`src/design/aligned_first_fit_range_allocator_unit_assert.svh`:
```
// ---------------------------------------------------------------------------
// Assertion macros for the aligned first-fit range allocator
// Same-cycle and next-cycle implication checks; empty under synthesis.
// ---------------------------------------------------------------------------
`ifndef ALIGNED_FIRST_FIT_RANGE_ALLOCATOR_UNIT_ASSERT_SVH
`define ALIGNED_FIRST_FIT_RANGE_ALLOCATOR_UNIT_ASSERT_SVH

`ifndef SYNTHESIS

`define AFFRA_ASSERT_IMPLY(label, clk, rst_n, ante, cons) \
    label: assert property (@(posedge clk) disable iff (!(rst_n)) (ante) |-> (cons)) \
        else $error("%m: same-cycle implication failed");

`define AFFRA_ASSERT_NEXT(label, clk, rst_n, ante, cons) \
    label: assert property (@(posedge clk) disable iff (!(rst_n)) (ante) |=> (cons)) \
        else $error("%m: next-cycle implication failed");

`else

`define AFFRA_ASSERT_IMPLY(label, clk, rst_n, ante, cons)

`define AFFRA_ASSERT_NEXT(label, clk, rst_n, ante, cons)

`endif

`endif

```
`src/design/affra_pkg.sv`:
```
// ---------------------------------------------------------------------------
// affra_pkg
// Codes and fixed widths of the aligned first-fit range allocator.
// ---------------------------------------------------------------------------
package affra_pkg;

    // operation codes
    localparam logic [1:0] KIND_CLEAR = 2'd0;
    localparam logic [1:0] KIND_MARK  = 2'd1;
    localparam logic [1:0] KIND_ALLOC = 2'd2;

    // register classes
    localparam logic [1:0] CLS_SCALAR = 2'd0;
    localparam logic [1:0] CLS_VECTOR = 2'd1;
    localparam logic [1:0] CLS_ACCUM  = 2'd2;
    localparam logic [1:0] CLS_OTHER  = 2'd3;

    // configuration register indexes
    localparam logic [1:0] CFG_SCALAR_LIMIT = 2'd0;
    localparam logic [1:0] CFG_VECTOR_LIMIT = 2'd1;
    localparam logic [1:0] CFG_ACCUM_LIMIT  = 2'd2;

    localparam int CFG_IDX_W   = 2;
    localparam int LIMIT_W     = 9;
    localparam int REG_INDEX_W = 8;
    localparam int RUN_LEN_W   = 6;
    localparam int ALIGN_W     = 5;
    localparam int START_W     = 8;

    localparam logic [LIMIT_W-1:0] SCALAR_LIMIT_RST = 9'd102;
    localparam logic [LIMIT_W-1:0] VECTOR_LIMIT_RST = 9'd256;
    localparam logic [LIMIT_W-1:0] ACCUM_LIMIT_RST  = 9'd256;

    // map rows are 64 bits wide
    localparam int ROW_BITS = 64;
    localparam int ROW_SH   = 6;

endpackage

```
`src/design/aligned_first_fit_range_allocator_unit.sv`:
```
// ---------------------------------------------------------------------------
// aligned_first_fit_range_allocator_unit
// Per-class occupancy maps with clear, mark and aligned first-fit allocate.
// ---------------------------------------------------------------------------
//  channel  direction  handshake                 payload
//  in       sink       i_in_valid / o_in_ready   kind, reg_class, reg_index,
//                                                run_length, align_step
//  out      source     o_out_valid / i_out_ready granted, run_start
//  cfg      sink       i_cfg_valid / o_cfg_ready cfg_index, cfg_data
//
//  Clear: drops every row's valid bit on acceptance. Mark: read-modify-write of
//  one map row. Allocate: scans one register position per cycle, pausing to
//  fetch each 64-bit row, and on a grant read-modify-writes every row of the run;
//  a scan that finds no fit, or a bad request, goes straight to the result.
//  Reset clears per-row valid bits at once; no clearing pass is needed.
//  A finished result waits until the output register is free; cfg is always ready.
// ---------------------------------------------------------------------------
`include "aligned_first_fit_range_allocator_unit_assert.svh"

module aligned_first_fit_range_allocator_unit #(
    parameter int NUM_REGS  = 256,
    parameter int MAX_RUN   = 32,
    parameter int MAX_ALIGN = 16
) (
    input  logic                                i_clk,
    input  logic                                i_rst_n,

    input  logic                                i_in_valid,
    output logic                                o_in_ready,
    input  logic [1:0]                          i_kind,
    input  logic [1:0]                          i_reg_class,
    input  logic [affra_pkg::REG_INDEX_W-1:0]   i_reg_index,
    input  logic [affra_pkg::RUN_LEN_W-1:0]     i_run_length,
    input  logic [affra_pkg::ALIGN_W-1:0]       i_align_step,

    output logic                                o_out_valid,
    input  logic                                i_out_ready,
    output logic                                o_granted,
    output logic [affra_pkg::START_W-1:0]       o_run_start,

    input  logic                                i_cfg_valid,
    output logic                                o_cfg_ready,
    input  logic [affra_pkg::CFG_IDX_W-1:0]     i_cfg_index,
    input  logic [affra_pkg::LIMIT_W-1:0]       i_cfg_data
);

    localparam int NROW_CLS = (NUM_REGS + affra_pkg::ROW_BITS - 1) / affra_pkg::ROW_BITS;
    localparam int RW       = (NROW_CLS > 1) ? $clog2(NROW_CLS) : 1;
    localparam int IW       = RW + affra_pkg::ROW_SH;
    localparam int AW       = RW + 2;
    localparam int NROWS    = 4 << RW;
    localparam int EW       = $clog2(NUM_REGS + 512);
    localparam int RB       = affra_pkg::ROW_SH;

    typedef enum logic [2:0] {
        ST_IDLE,
        ST_FETCH,
        ST_SCAN,
        ST_M_RD,
        ST_M_WR,
        ST_FINISH
    } t_state;

    t_state r_state;

    logic [affra_pkg::LIMIT_W-1:0] r_scalar_lim;
    logic [affra_pkg::LIMIT_W-1:0] r_vector_lim;
    logic [affra_pkg::LIMIT_W-1:0] r_accum_lim;

    logic [1:0]                        r_cls;
    logic [EW-1:0]                     r_pos;
    logic [EW-1:0]                     r_cand;
    logic [EW-1:0]                     r_next_mult;
    logic [EW-1:0]                     r_end;
    logic [EW-1:0]                     r_lim;
    logic [EW-1:0]                     r_len;
    logic [EW-1:0]                     r_align;
    logic [IW-1:0]                     r_lo;
    logic [IW-1:0]                     r_hi;
    logic [RW-1:0]                     r_mrow;
    logic                              r_emit;
    logic                              r_res_gnt;
    logic [affra_pkg::START_W-1:0]     r_res_start;
    logic                              r_out_valid;
    logic                              r_granted;
    logic [affra_pkg::START_W-1:0]     r_run_start;

    // map memory and per-row valid bits
    logic [affra_pkg::ROW_BITS-1:0]    r_mem [NROWS];
    logic [affra_pkg::ROW_BITS-1:0]    r_rd_data;
    logic                              r_rd_vld;
    logic [NROWS-1:0]                  r_row_vld;

    logic                              mem_re;
    logic                              mem_we;
    logic [AW-1:0]                     mem_addr;
    logic [affra_pkg::ROW_BITS-1:0]    mem_wd;
    logic                              clr_all;

    logic [affra_pkg::ROW_BITS-1:0]    row_data;
    logic [affra_pkg::ROW_BITS-1:0]    mark_mask;
    logic                              in_acc;
    logic [affra_pkg::ALIGN_W-1:0]     align_eff;
    logic                              bad_alloc;
    logic [affra_pkg::LIMIT_W-1:0]     cls_lim_raw;
    logic [EW-1:0]                     cls_lim;
    logic [EW-1:0]                     pos_inc;
    logic                              bit_busy;
    logic                              load_out;

    assign o_in_ready  = (r_state == ST_IDLE);
    assign o_cfg_ready = 1'b1;
    assign o_out_valid = r_out_valid;
    assign o_granted   = r_granted;
    assign o_run_start = r_run_start;

    assign in_acc    = i_in_valid && o_in_ready;
    assign align_eff = (i_align_step == '0) ? affra_pkg::ALIGN_W'(1) : i_align_step;
    assign bad_alloc = (i_run_length == '0) || (32'(i_run_length) > MAX_RUN)
                       || (32'(align_eff) > MAX_ALIGN);
    assign row_data  = r_rd_vld ? r_rd_data : '0;
    assign pos_inc   = r_pos + EW'(1);
    assign bit_busy  = row_data[r_pos[RB-1:0]];
    assign load_out  = (r_state == ST_FINISH) && (!r_out_valid || i_out_ready);

    always_comb begin
        case (i_reg_class)
            affra_pkg::CLS_SCALAR: cls_lim_raw = r_scalar_lim;
            affra_pkg::CLS_VECTOR: cls_lim_raw = r_vector_lim;
            affra_pkg::CLS_ACCUM:  cls_lim_raw = r_accum_lim;
            default:               cls_lim_raw = affra_pkg::LIMIT_W'(1);
        endcase
        cls_lim = (EW'(cls_lim_raw) > EW'(NUM_REGS)) ? EW'(NUM_REGS) : EW'(cls_lim_raw);
    end

    // bits of the current row that fall inside [lo, hi]
    always_comb begin
        for (int b = 0; b < affra_pkg::ROW_BITS; b++) begin
            mark_mask[b] = ({r_mrow, RB'(b)} >= r_lo) && ({r_mrow, RB'(b)} <= r_hi);
        end
    end

    always_comb begin
        mem_re   = 1'b0;
        mem_we   = 1'b0;
        mem_addr = {r_cls, r_mrow};
        mem_wd   = row_data | mark_mask;
        clr_all  = in_acc && (i_kind == affra_pkg::KIND_CLEAR);
        case (r_state)
            ST_FETCH: begin
                mem_re   = 1'b1;
                mem_addr = {r_cls, r_pos[IW-1:RB]};
            end
            ST_M_RD: mem_re = 1'b1;
            ST_M_WR: mem_we = 1'b1;
            default: ;
        endcase
    end

    always_ff @(posedge i_clk) begin
        if (mem_we) begin
            r_mem[mem_addr] <= mem_wd;
        end
        if (mem_re) begin
            r_rd_data <= r_mem[mem_addr];
        end
    end

    always_ff @(posedge i_clk) begin
        if (!i_rst_n) begin
            r_row_vld <= '0;
            r_rd_vld  <= 1'b0;
        end else begin
            if (clr_all) begin
                r_row_vld <= '0;
            end else if (mem_we) begin
                r_row_vld[mem_addr] <= 1'b1;
            end
            if (mem_re) begin
                r_rd_vld <= r_row_vld[mem_addr];
            end
        end
    end

    always_ff @(posedge i_clk) begin
        if (!i_rst_n) begin
            r_state      <= ST_IDLE;
            r_scalar_lim <= affra_pkg::SCALAR_LIMIT_RST;
            r_vector_lim <= affra_pkg::VECTOR_LIMIT_RST;
            r_accum_lim  <= affra_pkg::ACCUM_LIMIT_RST;
            r_cls        <= '0;
            r_pos        <= '0;
            r_cand       <= '0;
            r_next_mult  <= '0;
            r_end        <= '0;
            r_lim        <= '0;
            r_len        <= '0;
            r_align      <= '0;
            r_lo         <= '0;
            r_hi         <= '0;
            r_mrow       <= '0;
            r_emit       <= 1'b0;
            r_res_gnt    <= 1'b0;
            r_res_start  <= '0;
            r_out_valid  <= 1'b0;
            r_granted    <= 1'b0;
            r_run_start  <= '0;
        end else begin
            if (i_cfg_valid) begin
                case (i_cfg_index)
                    affra_pkg::CFG_SCALAR_LIMIT: r_scalar_lim <= i_cfg_data;
                    affra_pkg::CFG_VECTOR_LIMIT: r_vector_lim <= i_cfg_data;
                    affra_pkg::CFG_ACCUM_LIMIT:  r_accum_lim  <= i_cfg_data;
                    default: ;
                endcase
            end

            if (load_out) begin
                r_out_valid <= 1'b1;
                r_granted   <= r_res_gnt;
                r_run_start <= r_res_start;
            end else if (r_out_valid && i_out_ready) begin
                r_out_valid <= 1'b0;
            end

            case (r_state)
                ST_IDLE: begin
                    if (in_acc) begin
                        r_cls <= i_reg_class;
                        case (i_kind)
                            affra_pkg::KIND_MARK: begin
                                if (32'(i_reg_index) < NUM_REGS) begin
                                    r_lo    <= IW'(i_reg_index);
                                    r_hi    <= IW'(i_reg_index);
                                    r_mrow  <= RW'(i_reg_index >> RB);
                                    r_emit  <= 1'b0;
                                    r_state <= ST_M_RD;
                                end
                            end
                            affra_pkg::KIND_ALLOC: begin
                                r_res_gnt   <= 1'b0;
                                r_res_start <= '0;
                                if (bad_alloc) begin
                                    r_state <= ST_FINISH;
                                end else begin
                                    r_pos       <= '0;
                                    r_cand      <= '0;
                                    r_next_mult <= EW'(align_eff);
                                    r_end       <= EW'(i_run_length);
                                    r_len       <= EW'(i_run_length);
                                    r_align     <= EW'(align_eff);
                                    r_lim       <= cls_lim;
                                    r_state     <= ST_FETCH;
                                end
                            end
                            default: ;
                        endcase
                    end
                end
                ST_FETCH: r_state <= ST_SCAN;
                ST_SCAN: begin
                    if (r_end > r_lim) begin
                        r_state <= ST_FINISH;
                    end else if (!bit_busy && (pos_inc == r_end)) begin
                        r_lo        <= r_cand[IW-1:0];
                        r_hi        <= r_pos[IW-1:0];
                        r_mrow      <= r_cand[IW-1:RB];
                        r_emit      <= 1'b1;
                        r_res_gnt   <= 1'b1;
                        r_res_start <= r_cand[affra_pkg::START_W-1:0];
                        r_state     <= ST_M_RD;
                    end else begin
                        // a busy bit moves the candidate to the next aligned start
                        if (bit_busy) begin
                            r_cand <= r_next_mult;
                            r_end  <= r_next_mult + r_len;
                        end
                        if (pos_inc == r_next_mult) begin
                            r_next_mult <= r_next_mult + r_align;
                        end
                        r_pos <= pos_inc;
                        if (r_pos[RB-1:0] == '1) begin
                            r_state <= ST_FETCH;
                        end
                    end
                end
                ST_M_RD: r_state <= ST_M_WR;
                ST_M_WR: begin
                    if (r_mrow == r_hi[IW-1:RB]) begin
                        r_state <= r_emit ? ST_FINISH : ST_IDLE;
                    end else begin
                        r_mrow  <= r_mrow + RW'(1);
                        r_state <= ST_M_RD;
                    end
                end
                ST_FINISH: begin
                    if (load_out) begin
                        r_state <= ST_IDLE;
                    end
                end
                default: r_state <= ST_IDLE;
            endcase
        end
    end

    // scan invariants: the current position lies below the candidate's end,
    // and the next aligned start is always ahead of it
    `AFFRA_ASSERT_IMPLY(a_pos_below_end, i_clk, i_rst_n, (r_state == ST_SCAN), (r_pos < r_end))
    `AFFRA_ASSERT_IMPLY(a_mult_ahead, i_clk, i_rst_n, (r_state == ST_SCAN), (r_next_mult > r_pos))
    `AFFRA_ASSERT_NEXT(a_busy_after_take, i_clk, i_rst_n,
        (in_acc && ((i_kind == affra_pkg::KIND_ALLOC) || (i_kind == affra_pkg::KIND_MARK))),
        (!o_in_ready))

endmodule
```
`config.mk`:
```
export PLATFORM = sky130hd
export DESIGN_NAME = aligned_first_fit_range_allocator_unit
export DESIGN_NICKNAME = d
export VERILOG_FILES = /design/src/design/affra_pkg.sv /design/src/design/aligned_first_fit_range_allocator_unit.sv
export VERILOG_INCLUDE_DIRS = /design/src /design/src/design
export SDC_FILE = /design/constraint.sdc
export NUM_CORES = 2
export LEC_CHECK = 0
export BUFFER_PORTS_ARGS = -buffer_cell sky130_fd_sc_hd__buf_4
export CORE_MARGIN = 4
export CORE_UTILIZATION = 25
export DETAILED_ROUTE_END_ITERATION = 10
export GPL_ROUTABILITY_DRIVEN = 0
export PLACE_DENSITY = 0.5
export SYNTH_ARGS = -nofsm -noshare
export SYNTH_HDL_FRONTEND = slang
export SYNTH_SLANG_ARGS = --single-unit
export TNS_END_PERCENT = 1
```
`constraint.sdc`:
```
create_clock -name i_clk -period 8.8 [get_ports i_clk]
set_input_delay 0.44 -clock i_clk [delete_from_list [all_inputs] [get_ports i_clk]]
set_output_delay 0.44 -clock i_clk [all_outputs]
set_load 0.005 [all_outputs]
```
* Yosys cells after proc, flatten, opt, wreduce, memory -nomap -nowiden
Memory sizes are Yosys's and may differ from the RTL's. A register that Yosys moved wholly into a read port is not among the register bits.
Cells that the tools add are included.
** Storage, ports and cells
- Input bits :: 39
- Output and inout port bits :: 12
- Word-level logic and storage cells :: 369
- Flip-flop bits (word level) :: 146
- Memory bits (writable) :: 1024
- Memories kept :: 1
** Cells by class
- Mux-type cells :: 76
- Order comparisons :: 135
- Equal/unequal tests :: 28
- Bitwise gates (word level) :: 4
- Reductions and logical operators :: 98
- Add/subtract/negate cells :: 4
** Memory list
- r_mem :: words 16, bits a word 64, read ports 1, clocked after memory_dff 1, write ports 1, line aligned_first_fit_range_allocator_unit.sv:89 : logic [affra_pkg::ROW_BITS-1:0] r_mem [NROWS];
** Operators by type and width (count)
- greater-or-equal comparator 8 bit :: 64
- <= comparator 8 bit :: 64
- two-way mux 10 bit :: 17
- two-way mux 8 bit :: 11
- logical AND 1 bit :: 70
- two-way mux 64 bit :: 1
- OR 64 bit :: 1
- case mux 8 bit (2 select lines) :: 4
- case mux 10 bit (2 select lines) :: 3
- case mux 9 bit (3 select lines) :: 1
- two-way mux 3 bit :: 8
- equality test 10 bit :: 2
- case mux 3 bit (6 select lines) :: 1
- != test 2 bit (second input constant) :: 8
- OR 16 bit :: 1
- two-way mux 1 bit :: 15
- AND reduction 7 bit :: 2
- two-way mux 2 bit :: 6
- AND reduction 6 bit :: 2
- adder 10 x 1 -> 10 bit (second input constant) :: 1
- adder 10 x 5 -> 10 bit :: 1
- adder 10 x 6 -> 10 bit :: 1
- greater-than comparator 10 bit :: 1
- AND reduction 5 bit :: 2
- other kinds (37) :: 58

* Depth between registers and ports, before layout
- Depth after elaboration :: 8
- Mapped depth :: 13

* Worst setup path before layout
Ideal clock, no wire load.
- Path kind :: reg-to-reg
- From :: register r_state[2]
- To :: memory r_mem[3][0] (netlist bit) (enable)
- Stages on the path, launching flop included :: 6
- Slack :: 1.197 ns
- Arrival :: 7.036 ns
- Required time :: 8.233 ns
- Cells stage by stage :: dfxtp_1 -> and2b_1 -> and2_1 -> clkbuf_1 -> mux2i_1 -> nor3_1
** On the way
- Word-level cells in the longest chain between the ends :: 4
- Elaborated cells between the ends (all ways) :: 6
** Ends and longest elaborated chain
- start, declared :: line aligned_first_fit_range_allocator_unit.sv:64 : t_state r_state;
- start signal, assigned :: line aligned_first_fit_range_allocator_unit.sv:290 : r_state <= r_emit ? ST_FINISH : ST_IDLE;
- equality test 3 bit :: line aligned_first_fit_range_allocator_unit.sv:149 : case (r_state)
- two-way mux 1 bit :: line aligned_first_fit_range_allocator_unit.sv:149
- two-way mux 1 bit :: line aligned_first_fit_range_allocator_unit.sv:161 : if (mem_we) begin
- two-way mux 1 bit (not written as such) :: line aligned_first_fit_range_allocator_unit.sv:162 : r_mem[mem_addr] <= mem_wd;
- end, declared :: line aligned_first_fit_range_allocator_unit.sv:89
Several ways; a longest one is shown, not always the timed one.

* Worst setup path in the final report
- From :: register r_state[0]
- To :: memory r_mem[8][10] (netlist bit) (enable)
The elaborated chain is that of the path after synthesis.

==> metrics.yaml <==
outcome:
  status: "complete, no violations"
placement:
  dp_hpwl_um: 78600
  port_buffers: 49
  place_ws_ns: 3.90
clocking:
  clock_sinks: 1233
  cts_setup_buffers: 0
  clk_pin_slew_ns: 0.06
  clk_path_buf_depth: 3
  clkLatencyLatePin_ns: 0.78
  clock_tree.root_cell: "clkbuf_16"
  cts_resized: 0
  cts_tree: "yes"
  htree_levels: 4
  cts_buffers: 135
cells_and_area:
  post-route-util_pct: 29.2
  multiInputGateArea_um2: 14400
  nets: 3082
  seq_area_um2: 35600
  drive_gt1_share_pct: 22.0
  synthToLayoutAreaGrowth_pct: 16.1
  nFillCells: 19900
synth:
  synth_commonest_cells: "1,088 x edfxtp_1, 329 x mux4_2, 229 x nand2_1"
  synthCells: 2909
  async_reset_ff_share_pct: 0
  synthTopCellsByArea: "edfxtp_1 64%, mux4_2 15%, dfxtp_1 5.7%"
  synth_edf_count: 1088
  yosys_warnings: 0
  ys_ff_latch: 1233
  yosysMostFrequentCell: "edfxtp_1"
  synthDistinctLibCells: 81
  synth_top_area_share_pct: 64.3
  yosysTopAreaCell: "edfxtp_1"
  ys_seq_area_share_pct: 70.0
  avgSynthCellArea_um2: 17.5
  synth_nets: 2977
  synthFlopType: "edfxtp_1"
  synthesis.area_um2: 50800
global_routing:
  grtUsageMet2_pct: 20.7
  grt_pass1_wl_um: 202000
  grt_overflow: 0
  grt-busiest-layer: "met2"
  antenna_found_initial: 1
  grt_start_max_net_pins: 122
  track_usage_pct: 12.9
  grt_pass1_vias: 28300
  met1_usage_pct: 17.9
  grt_use_met3_pct: 2.04
timing:
  setup_viol: 0
  rsz0062_at_grt: "false"
  setup_slack_ns: 3.97
  skew_ns: 0.0489
  min_period_ns: 4.83
  hold_viol_final: 0
  whs_ns: 0.0606
  fin_crit_sh_pct: 54.9
  max_freq_ghz: 0.207
  finalSetupTns_ns: 0
  slew_headroom_pct: 18.0
  max_slew.worst_pin.slew_ns: 1.23
  finalMaxSlewViolations: 0
hold_path:
  whs_endpoint: "r_lo[4]"
  whs_path_depth: 3
  min-delay-start: "i_reg_index[4]"
  hp-class: "in -> reg"
setup_path:
  worstPathMaxFanout: 47
  crit-reg2reg-capture: "r_mem[8][10]"
  worstReg2RegStart: "r_state[0]"
  start_kind: "flip-flop"
  critPathRequiredTime_ns: 9.18
  rr_worst_depth: 6
  r2r_setup_slack_ns: 3.97
  endpoint_kind: "flip-flop"
  worstPathArrival_ns: 5.21
  crit_type: "reg -> reg"
routing:
  drt_iter0_drc: 2804
  drtAntennaViolNets: 0
  route.detailed.drc: 0
  drt-vias-per-instance: 4.84
  wl_per_cell_um: 23.8
  vias: 28000
  drtPass1Iterations: 6
  drt-total-wl_um: 138000
power:
  max-vdd-ir-drop_v: 0.000261
  p_seq_share_pct: 43.3
  switching_power_uw: 7050
  pwr-share-comb_pct: 30.8
  clock_power_share_pct: 25.9
  finalPower_uw: 20800
  leakage_uw: 0.0181
  swShare_pct: 33.9
  internal-power_uw: 13700
  power_density_nw_per_um2: 352
die:
  coreArea_um2: 202000
  die_width_um: 459
  start_util_pct: 25.1
  io_pins: 51
  rows: 165
  die-area_um2: 210000
  die_h_um: 459
job:
  max_cap_viol_count: 0
per-layer routing:
metal	part of all wire (%)	wire length (um)	vias up
met2	47	65200	903
met4	2.9	4010	0
met1	44	61300	14900
met5	0	0	-
li1	-	-	12000
met3	5.3	7330	242
metrics by stage:
stage	cell area [um^2]	cells
global route	59000	5791
finish	59000	5792
CTS	59000	5791
detailed placement	54500	5521
floorplan	50800	2909
global placement	54500	5521
what timing repair did:
item	CTS	global route
hold buffers	28	0
endpoints found under the setup margin	0	0
hold endpoints to repair	52	0
how the worst max path moves through the flow:
stage | end | startpoint | cells after the start | slack, ns
after floorplan | r_mem[3][0] | r_state[2] | 5 | 1.20
after global placement | r_mem[8][10] | r_state[0] | 6 | 3.95
after detailed placement | r_mem[8][27] | r_state[0] | 6 | 3.90
after CTS | r_mem[8][12] | r_state[0] | 6 | 3.86
after global routing | r_mem[8][10] | r_state[0] | 6 | 3.58
final | r_mem[8][10] | r_state[0] | 6 | 3.97
logic make-up (layout without fill, tap and decap cells):
| family | count (synthesis) | after routing | synth area share [%] |
|---|---|---|---|
| AO/OA/AOI/OAI | 433 | 433 | 5.53 |
| adder cells (fa/ha/maj) | 29 | 29 | 0.744 |
| XOR/XNOR | 28 | 28 | 0.525 |
| multiplexers | 408 | 408 | 16.2 |
| flip-flops | 1233 | 1233 | 70.0 |
| AND/OR/NAND/NOR | 559 | 559 | 5.06 |
| buffers and inverters | 218 | 428 | 1.90 |
| other | 1 | 2 | 0.00738 |
power groups by stage:
stage                     registers [uW]  logic [uW]  clock network [uW]
after floorplan                     8840        4110                   0
after CTS                           8990        6480                5530
after global routing                9010        6950                5790
after global placement              9110        6380                   0
after detailed placement            9110        6460                   0
final                               9000        6400                5370
placed cells by master, fill, tap and decap left out, types with 32 or more instances in the layout:
cell type | Yosys | layout
buf_4 | 15 | 125
clkinv_1 | 0 | 36
o21ai_0 | 124 | 117
nor3_1 | 38 | 32
nand3_1 | 45 | 45
a21oi_1 | 112 | 112
clkbuf_16 | 0 | 136
edfxtp_1 | 1088 | 1088
mux2i_1 | 75 | 75
mux4_2 | 329 | 329
dfxtp_1 | 145 | 141
nor2_1 | 123 | 110
nand2_1 | 229 | 229
sequential cells by signal, indices dropped and copies added, names as in the netlist, 9 cells and up:
| register | cells |
|---|---|
| r_end | 10 |
| r_rd_data | 64 |
| r_vector_lim | 9 |
| r_next_mult | 10 |
| r_scalar_lim | 9 |
| r_row_vld | 16 |
| r_accum_lim | 9 |
| r_mem | 1024 |
| r_pos | 10 |
| r_lim | 9 |
layout make-up:
| class | count | share of cell area [%] |
|---|---|---|
| diodes | 1 | 0.00424 |
| clock buffers | 163 | 5.94 |
| clock inverters | 79 | 1.21 |
| inverters | 29 | 0.185 |
| multi-input cells | 1458 | 24.4 |
| flip-flops and latches | 1233 | 60.3 |
| well taps | 2672 | 5.67 |
| repair buffers | 157 | 2.20 |
worst max-delay path: stages, from the launching register on:
cell and delay [ns]:
dfxtp_1 0.51, and2b_4 0.59, and2_1 0.37, mux2i_1 0.86
nand2_1 0.45, nor2_4 0.72, buf_4 0.85
Power figures use the tool's default switching activity.
